File: src/pfts_pkg.sv
// Shared types, field widths and codes for the priority task scheduler.
package pfts_pkg;

    localparam int TASK_ID_W      = 5;
    localparam int ADDR_W         = 32;
    localparam int PRIO_REQ_W     = 4;

    localparam int NUM_PRIORITIES_DEF = 16;
    localparam int MAX_TASKS_DEF      = 32;
    localparam int RING_LENGTH_DEF    = 32;

    typedef enum logic [1:0] {
        ST_OK         = 2'd0,
        ST_NO_SLOT    = 2'd1,
        ST_RING_FULL  = 2'd2,
        ST_NONE_READY = 2'd3
    } status_t;

    localparam logic MODE_ADD      = 1'b0;
    localparam logic MODE_SCHEDULE = 1'b1;

    typedef enum logic [2:0] {
        S_IDLE,
        S_SLOT_SCAN,
        S_RING_CHECK,
        S_PRIO_SCAN,
        S_RING_READ,
        S_ENTRY_READ,
        S_RESP
    } sched_state_t;

    typedef struct packed {
        logic                  mode;
        logic [PRIO_REQ_W-1:0] priority_req;
        logic [ADDR_W-1:0]     entry_addr;
    } in_t;

    typedef struct packed {
        logic [TASK_ID_W-1:0] task_id;
        logic [ADDR_W-1:0]    task_entry_addr;
        status_t              status;
    } out_t;

endpackage

File: src/priority_fifo_task_scheduler_unit.sv
// Strict-priority multilevel FIFO task scheduler: top level.
//
// Each request (add or schedule) is handled by a small sequencer around one
// step-and-compare unit, and s_ready stays low until the result has been
// placed in the output register. An add scans the task slots one per cycle
// circularly from just after the last slot issued, then checks and appends to
// the ring of its priority, or reports no slot when every slot is taken. A
// schedule scans the priority levels one per cycle from the top, then reads
// the ring memory and the entry-address memory in turn, or reports none ready
// when nothing is ready. The result waits while an earlier result still holds
// the output register against m_ready. A new request is taken while the
// previous result still waits on m_ready. No clearing pass is needed after
// reset.
module priority_fifo_task_scheduler_unit #(
    parameter int NUM_PRIORITIES = pfts_pkg::NUM_PRIORITIES_DEF,
    parameter int MAX_TASKS      = pfts_pkg::MAX_TASKS_DEF,
    parameter int RING_LENGTH    = pfts_pkg::RING_LENGTH_DEF
) (
    input  logic           aclk,
    input  logic           aresetn,
    input  logic           s_valid,
    output logic           s_ready,
    input  pfts_pkg::in_t  s_payload,
    output logic           m_valid,
    input  logic           m_ready,
    output pfts_pkg::out_t m_payload
);
    import pfts_pkg::*;

    localparam int ID_W       = (MAX_TASKS > 1) ? $clog2(MAX_TASKS) : 1;
    localparam int PRIO_W     = (NUM_PRIORITIES > 1) ? $clog2(NUM_PRIORITIES) : 1;
    localparam int RING_W     = (RING_LENGTH > 1) ? $clog2(RING_LENGTH) : 1;
    localparam int CNT_W      = $clog2(RING_LENGTH + 1);
    localparam int RING_DEPTH = 1 << (PRIO_W + RING_W);

    sched_state_t state_reg, state_next;

    // Control state
    logic [MAX_TASKS-1:0] used_reg;
    logic [ID_W-1:0]      last_reg;
    logic [RING_W-1:0]    head_reg  [NUM_PRIORITIES];
    logic [RING_W-1:0]    tail_reg  [NUM_PRIORITIES];
    logic [CNT_W-1:0]     count_reg [NUM_PRIORITIES];
    logic                 m_valid_reg;

    // Working registers
    logic [ID_W-1:0]      cand_reg;
    logic [ID_W-1:0]      probe_reg;
    logic [PRIO_W-1:0]    idx_reg;
    logic [ADDR_W-1:0]    addr_reg;
    logic [ID_W-1:0]      resp_id_reg;
    status_t              resp_status_reg;
    logic                 resp_use_entry_reg;
    out_t                 m_payload_reg;

    // Memories
    logic [ADDR_W-1:0]    slot_entry_mem [MAX_TASKS];
    logic [ID_W-1:0]      ring_mem [RING_DEPTH];
    logic [ID_W-1:0]      ring_rd_reg;
    logic [ADDR_W-1:0]    entry_rd_reg;

    // Shared step unit and conditions
    logic [PRIO_W-1:0]    prio_sat;
    logic [ID_W-1:0]      cand_step;
    logic [ID_W-1:0]      first_cand;
    logic                 slot_free;
    logic                 ring_empty;
    logic                 ring_full;
    logic                 probes_done;
    logic [RING_W-1:0]    head_step;
    logic [RING_W-1:0]    tail_step;
    logic [RING_W+PRIO_W-1:0] ring_wr_addr;
    logic [RING_W+PRIO_W-1:0] ring_rd_addr;

    // Sequencer controls
    logic accept;
    logic do_claim;
    logic do_pop;
    logic do_entry_read;
    logic load_out;

    always_comb begin
        if (32'(s_payload.priority_req) >= NUM_PRIORITIES) begin
            prio_sat = PRIO_W'(NUM_PRIORITIES - 1);
        end else begin
            prio_sat = PRIO_W'(s_payload.priority_req);
        end
    end

    assign cand_step   = (cand_reg == ID_W'(MAX_TASKS - 1)) ? '0 : cand_reg + 1'b1;
    assign first_cand  = (last_reg == ID_W'(MAX_TASKS - 1)) ? '0 : last_reg + 1'b1;
    assign slot_free   = !used_reg[cand_reg];
    assign probes_done = (probe_reg == ID_W'(MAX_TASKS - 1));
    assign ring_empty  = (count_reg[idx_reg] == '0);
    assign ring_full   = (count_reg[idx_reg] >= CNT_W'(RING_LENGTH));
    assign head_step   = (head_reg[idx_reg] == RING_W'(RING_LENGTH - 1)) ?
                         '0 : head_reg[idx_reg] + 1'b1;
    assign tail_step   = (tail_reg[idx_reg] == RING_W'(RING_LENGTH - 1)) ?
                         '0 : tail_reg[idx_reg] + 1'b1;
    assign ring_wr_addr = {idx_reg, tail_reg[idx_reg]};
    assign ring_rd_addr = {idx_reg, head_reg[idx_reg]};

    // Next state
    always_comb begin
        state_next = state_reg;
        case (state_reg)
            S_IDLE: begin
                if (s_valid) begin
                    state_next = (s_payload.mode == MODE_SCHEDULE) ? S_PRIO_SCAN : S_SLOT_SCAN;
                end
            end
            S_SLOT_SCAN: begin
                if (slot_free) begin
                    state_next = S_RING_CHECK;
                end else if (probes_done) begin
                    state_next = S_RESP;
                end
            end
            S_RING_CHECK: begin
                state_next = S_RESP;
            end
            S_PRIO_SCAN: begin
                if (!ring_empty) begin
                    state_next = S_RING_READ;
                end else if (idx_reg == '0) begin
                    state_next = S_RESP;
                end
            end
            S_RING_READ: begin
                state_next = S_ENTRY_READ;
            end
            S_ENTRY_READ: begin
                state_next = S_RESP;
            end
            S_RESP: begin
                if (!m_valid_reg || m_ready) begin
                    state_next = S_IDLE;
                end
            end
            default: begin
                state_next = S_IDLE;
            end
        endcase
    end

    // Sequencer outputs
    always_comb begin
        accept        = 1'b0;
        do_claim      = 1'b0;
        do_pop        = 1'b0;
        do_entry_read = 1'b0;
        load_out      = 1'b0;
        case (state_reg)
            S_IDLE:       accept        = s_valid;
            S_RING_CHECK: do_claim      = !ring_full;
            S_RING_READ:  do_pop        = 1'b1;
            S_ENTRY_READ: do_entry_read = 1'b1;
            S_RESP:       load_out      = !m_valid_reg || m_ready;
            default: begin
                accept = 1'b0;
            end
        endcase
    end

    always_ff @(posedge aclk) begin
        if (!aresetn) begin
            state_reg   <= S_IDLE;
            used_reg    <= '0;
            last_reg    <= ID_W'(MAX_TASKS - 1);
            m_valid_reg <= 1'b0;
            for (int p = 0; p < NUM_PRIORITIES; p++) begin
                head_reg[p]  <= '0;
                tail_reg[p]  <= '0;
                count_reg[p] <= '0;
            end
        end else begin
            state_reg <= state_next;
            if (do_claim) begin
                used_reg[cand_reg] <= 1'b1;
                last_reg           <= cand_reg;
                tail_reg[idx_reg]  <= tail_step;
                count_reg[idx_reg] <= count_reg[idx_reg] + 1'b1;
            end
            if (do_pop) begin
                head_reg[idx_reg]  <= head_step;
                count_reg[idx_reg] <= count_reg[idx_reg] - 1'b1;
            end
            if (load_out) begin
                m_valid_reg <= 1'b1;
            end else if (m_ready) begin
                m_valid_reg <= 1'b0;
            end
        end
    end

    // Datapath and result assembly
    always_ff @(posedge aclk) begin
        case (state_reg)
            S_IDLE: begin
                if (accept) begin
                    addr_reg           <= s_payload.entry_addr;
                    cand_reg           <= first_cand;
                    probe_reg          <= '0;
                    resp_use_entry_reg <= 1'b0;
                    idx_reg <= (s_payload.mode == MODE_SCHEDULE) ?
                               PRIO_W'(NUM_PRIORITIES - 1) : prio_sat;
                end
            end
            S_SLOT_SCAN: begin
                if (!slot_free) begin
                    cand_reg        <= cand_step;
                    probe_reg       <= probe_reg + 1'b1;
                    resp_id_reg     <= '0;
                    resp_status_reg <= ST_NO_SLOT;
                end
            end
            S_RING_CHECK: begin
                if (ring_full) begin
                    resp_id_reg     <= '0;
                    resp_status_reg <= ST_RING_FULL;
                end else begin
                    resp_id_reg     <= cand_reg;
                    resp_status_reg <= ST_OK;
                end
            end
            S_PRIO_SCAN: begin
                if (ring_empty) begin
                    idx_reg         <= idx_reg - 1'b1;
                    resp_id_reg     <= '0;
                    resp_status_reg <= ST_NONE_READY;
                end
            end
            S_ENTRY_READ: begin
                resp_id_reg        <= ring_rd_reg;
                resp_status_reg    <= ST_OK;
                resp_use_entry_reg <= 1'b1;
            end
            S_RESP: begin
                if (load_out) begin
                    m_payload_reg.task_id         <= TASK_ID_W'(resp_id_reg);
                    m_payload_reg.task_entry_addr <= resp_use_entry_reg ? entry_rd_reg : '0;
                    m_payload_reg.status          <= resp_status_reg;
                end
            end
            default: begin
                resp_use_entry_reg <= 1'b0;
            end
        endcase
    end

    // Slot entry memory
    always_ff @(posedge aclk) begin
        if (do_claim) begin
            slot_entry_mem[cand_reg] <= addr_reg;
        end
        if (do_entry_read) begin
            entry_rd_reg <= slot_entry_mem[ring_rd_reg];
        end
    end

    // Ready ring memory, one region per priority level
    always_ff @(posedge aclk) begin
        if (do_claim) begin
            ring_mem[ring_wr_addr] <= cand_reg;
        end
        if (do_pop) begin
            ring_rd_reg <= ring_mem[ring_rd_addr];
        end
    end

    assign s_ready   = (state_reg == S_IDLE);
    assign m_valid   = m_valid_reg;
    assign m_payload = m_payload_reg;

    a_busy_after_accept: assert property (@(posedge aclk) disable iff (!aresetn)
        (s_valid && s_ready) |=> !s_ready)
        else $error("request accepted while sequencer busy");

    a_resp_loads_output: assert property (@(posedge aclk) disable iff (!aresetn)
        (state_reg == S_RESP && (!m_valid || m_ready)) |=> (m_valid && s_ready))
        else $error("result not delivered to output register");

    // The level index is only meaningful once a request has been taken
    a_count_bound: assert property (@(posedge aclk) disable iff (!aresetn)
        (state_reg != S_IDLE) |-> (count_reg[idx_reg] <= CNT_W'(RING_LENGTH)))
        else $error("ring count beyond ring length");

    a_claim_free_slot: assert property (@(posedge aclk) disable iff (!aresetn)
        do_claim |-> !used_reg[cand_reg])
        else $error("claimed slot already in use");

    a_pop_nonempty: assert property (@(posedge aclk) disable iff (!aresetn)
        do_pop |-> !ring_empty)
        else $error("pop from an empty ring");

endmodule
File: config.mk
export PLATFORM = sky130hd
export DESIGN_NAME = priority_fifo_task_scheduler_unit
export DESIGN_NICKNAME = d
export VERILOG_FILES = /design/src/pfts_pkg.sv /design/src/priority_fifo_task_scheduler_unit.sv
export SDC_FILE = /design/constraint.sdc
export NUM_CORES = 2
export LEC_CHECK = 0
export BUFFER_PORTS_ARGS = -buffer_cell sky130_fd_sc_hd__buf_2
export CAP_MARGIN = 40
export CORE_MARGIN = 2
export CORE_UTILIZATION = 50
export CTS_BUF_LIST = sky130_fd_sc_hd__clkbuf_4
export DETAILED_ROUTE_END_ITERATION = 8
export PLACE_DENSITY = 0.65
export REMOVE_ABC_BUFFERS = 1
export SETUP_SLACK_MARGIN = 0.15
export SYNTH_ARGS = -nofsm -noshare
export SYNTH_HDL_FRONTEND = slang
export SYNTH_SLANG_ARGS = --single-unit
export TNS_END_PERCENT = 20
File: constraint.sdc
create_clock -name aclk -period 13.25 [get_ports aclk]
set_input_delay 1.325 -clock aclk [delete_from_list [all_inputs] [get_ports aclk]]
set_output_delay 1.325 -clock aclk [all_outputs]
set_load 0.01 [all_outputs]
==> metrics.cfg <==
[routing]
drc=0
routed_wirelength_mm=443
drt-initial-drc-count=13000
vias_per_cell=6.14
drtAntennaViolNets=0
num_vias=94900
wire_per_inst_um=28.7
drtPass1Iterations=8

[hold_path]
hold_path.class=input port to flop

[run_status]
status=completed

[layout]
layout-drive-gt1-share_pct=20.9
layout_common_cells=3970 x edfxtp_1, 1699 x nand2_1, 1382 x clkbuf_4
instances_no_fill=15500
syn2layout_area_growth_pct=11.6
final_common_cell=edfxtp_1
design_area_mm2=0.177
largest_reg_flops=2560
final_nets=10600

[die]
coreArea_mm2=0.315
num_rows=206
ios=82
die_h_um=567
start_util_pct=50.3
die_area_mm2=0.321
die_x_um=567

[timing]
fin_crit_ns=7.22
period_share_pct=54.5
skew_ns=0.255
maxSlewViolCount=0
rsz0062_at_grt=false
hold_viol=0
maxSlewHeadroom_pct=18.7
fmax_mhz=138
worst_pin_slew_ns=1.22
setup_violations=0

[clock_network]
cts_setup_buffers=0
root_buffer=clkbuf_4
ctsHtreeMaxLevel=6
cts_tree=built
post_cts_resized=0
path_clk_slew_ns=0.07
clkLatencyLatePin_ns=1.67
cts_sinks=4015
hold_buffers=33
ctsLongestPathBuffers=4
cts_buffers=957

[synth]
netlist_instances=9873
ys_ff_latch=4015
ys.warnings.count=0
syn_avg_cell_area_um2=16.0
ys.flop_type=edfxtp_1
yosysUniqueCellTypes=78
synth.yosys.seq_area_share_pct=75.8
synth_edf_count=3970
synth_area_mm2=0.158
synthArstFlopShare_pct=0

[power]
combPwrFrac_pct=38.4
p_sw_share_pct=39.8
power.switching_w=0.0166
pwr-share-clk_pct=23.6
p_per_area_mw_per_mm2=235
irDropWorstVdd_mv=0.455
intPower_w=0.0250
power_frac_seq_pct=38.1
power_leakage_nw=58.2

[global_route]
grt_use_total_pct=27.1
grt_pass1_vias=94100
grt.overflow.total=0
grt_util_met3_pct=5.78
busiest_layer=met2
grt_max_degree=230
grt_pass1_wl_mm=640
grtUsageMet1_pct=36.6
antenna_found_initial=20
grt_use_met2_pct=42.2

[critical_path]
path_max_fanout=81
cp.required_ns=14.60
worstPathArrival_ns=8.57
worst_setup_path_end_kind=flop
cp-start-kind=flop
crit_type=flop to flop

[place]
gp_congestion=0.884
placed_cell_area_mm2=0.165
dpl.cell_count=13700
port_buffers=81
dp_hpwl_mm=252

[flow_run]
drv_cap=0

-- power groups by stage --
stage | Combinational, W | Clock [W] | Sequential, W
floorplan | 0.00977 | 0 | 0.0175
global route | 0.0166 | 0.0106 | 0.0159
global placement | 0.0151 | 0 | 0.0162
CTS | 0.0156 | 0.00993 | 0.0159
finish | 0.0159 | 0.00979 | 0.0158
detailed placement | 0.0156 | 0 | 0.0161
-- metal layers --
| metal | vias up | wire length [um] |
|---|---|---|
| met2 | 5890 | 208000 |
| met1 | 47900 | 169000 |
| li1 | 40100 | - |
| met4 | 26 | 20400 |
| met3 | 941 | 45400 |
| met5 | - | 187 |
-- path summary, 6_finish.rpt --
check	to	from	slack [ns]	depth (start not counted)
worst max register to register	ring_rd_reg[2]$_DFFE_PN_	flop	6.03	14
worst min-delay path	m_valid$_SDFFE_PN0P_	m_ready	0.21	3
worst min register to register	m_payload[30]$_SDFFCE_PN0P_	entry_rd_reg[28]$_DFFE_PP_	0.41	1
worst max-delay path	ring_rd_reg[2]$_DFFE_PN_	flop	6.03	14
-- metrics by stage --
step	setup WS (ns)	utilization [%]	setup TNS, ns	hold slack (ns)	total power (W)
finish	6.03	56.1	0	0.212	0.0416
global route	5.94	56.1	0	0.165	0.0431
CTS	6.17	56.1	0	0.0348	0.0414
detailed placement	6.06	52.2	0	0.451	0.0317
global placement	5.02	51.8	0	0.442	0.0313
floorplan	-31.42	-	-2589.99	0.400	0.0272
-- synthesized netlist by cell type, types with 7 or more instances --
library cell	count	share of area, %
or3_1	7	0.028
nand3_1	450	1.4
xor2_1	7	0.039
nor3_1	32	0.10
buf_2	247	0.78
a41o_1	7	0.044
nand4_1	52	0.21
a32oi_1	283	1.6
buf_1	69	0.16
a2111oi_0	11	0.061
a22oi_1	62	0.29
or4_1	7	0.033
nand2_1	1719	4.1
ha_1	24	0.19
and2_0	20	0.079
a32o_1	22	0.14
nand2b_1	11	0.043
xnor2_1	9	0.050
mux4_2	406	5.8
o21a_1	33	0.16
mux2_2	55	0.39
o21ai_0	27	0.085
o211ai_1	9	0.043
edfxtp_1	3970	75
a211oi_1	52	0.25
nor4b_1	7	0.039
a311oi_1	53	0.29
o22ai_1	12	0.047
clkbuf_1	295	0.70
and2_1	77	0.30
inv_1	21	0.050
dfxtp_1	45	0.57
a31oi_1	131	0.52
buf_4	37	0.18
a21oi_1	148	0.47
nor4_1	31	0.12
and3_1	39	0.15
nor2_1	848	2.0
mux2i_1	447	2.8
-- kinds of logic after synthesis --
kind of cell,Yosys count,synth area share [%]
flops,4015,75.8
mux,909,8.99
buf+inv,681,1.92
fa+ha+maj,25,0.202
compound gates,903,4.26
xor+xnor,16,0.0885
simple gates,3324,8.72
-- critical path, stage by stage (launching register included) --
cell and delay [ns]:
dfxtp_4 0.60, buf_4 0.67, mux4_2 0.37, mux4_4 0.70, buf_12 0.54, and2_4 0.67, buf_4 0.66, buf_4 0.64
nand3_1 0.18, a31oi_1 0.23, nor4_1 0.10, buf_2 0.18, a22o_1 0.32, a2111oi_2 0.81, nand4_1 0.17
-- cell type report --
class	instances	area, um^2
tap	4160	5200
sequential	4015	120000
timing repair buffer	386	3750
fill	24600	138000
clock buffer	1382	10400
multi-input combinational	5177	35800
clock inverter	292	1490
antenna	11	27.5
inverter	27	109
No activity file was read; power rests on OpenSTA's default activity.
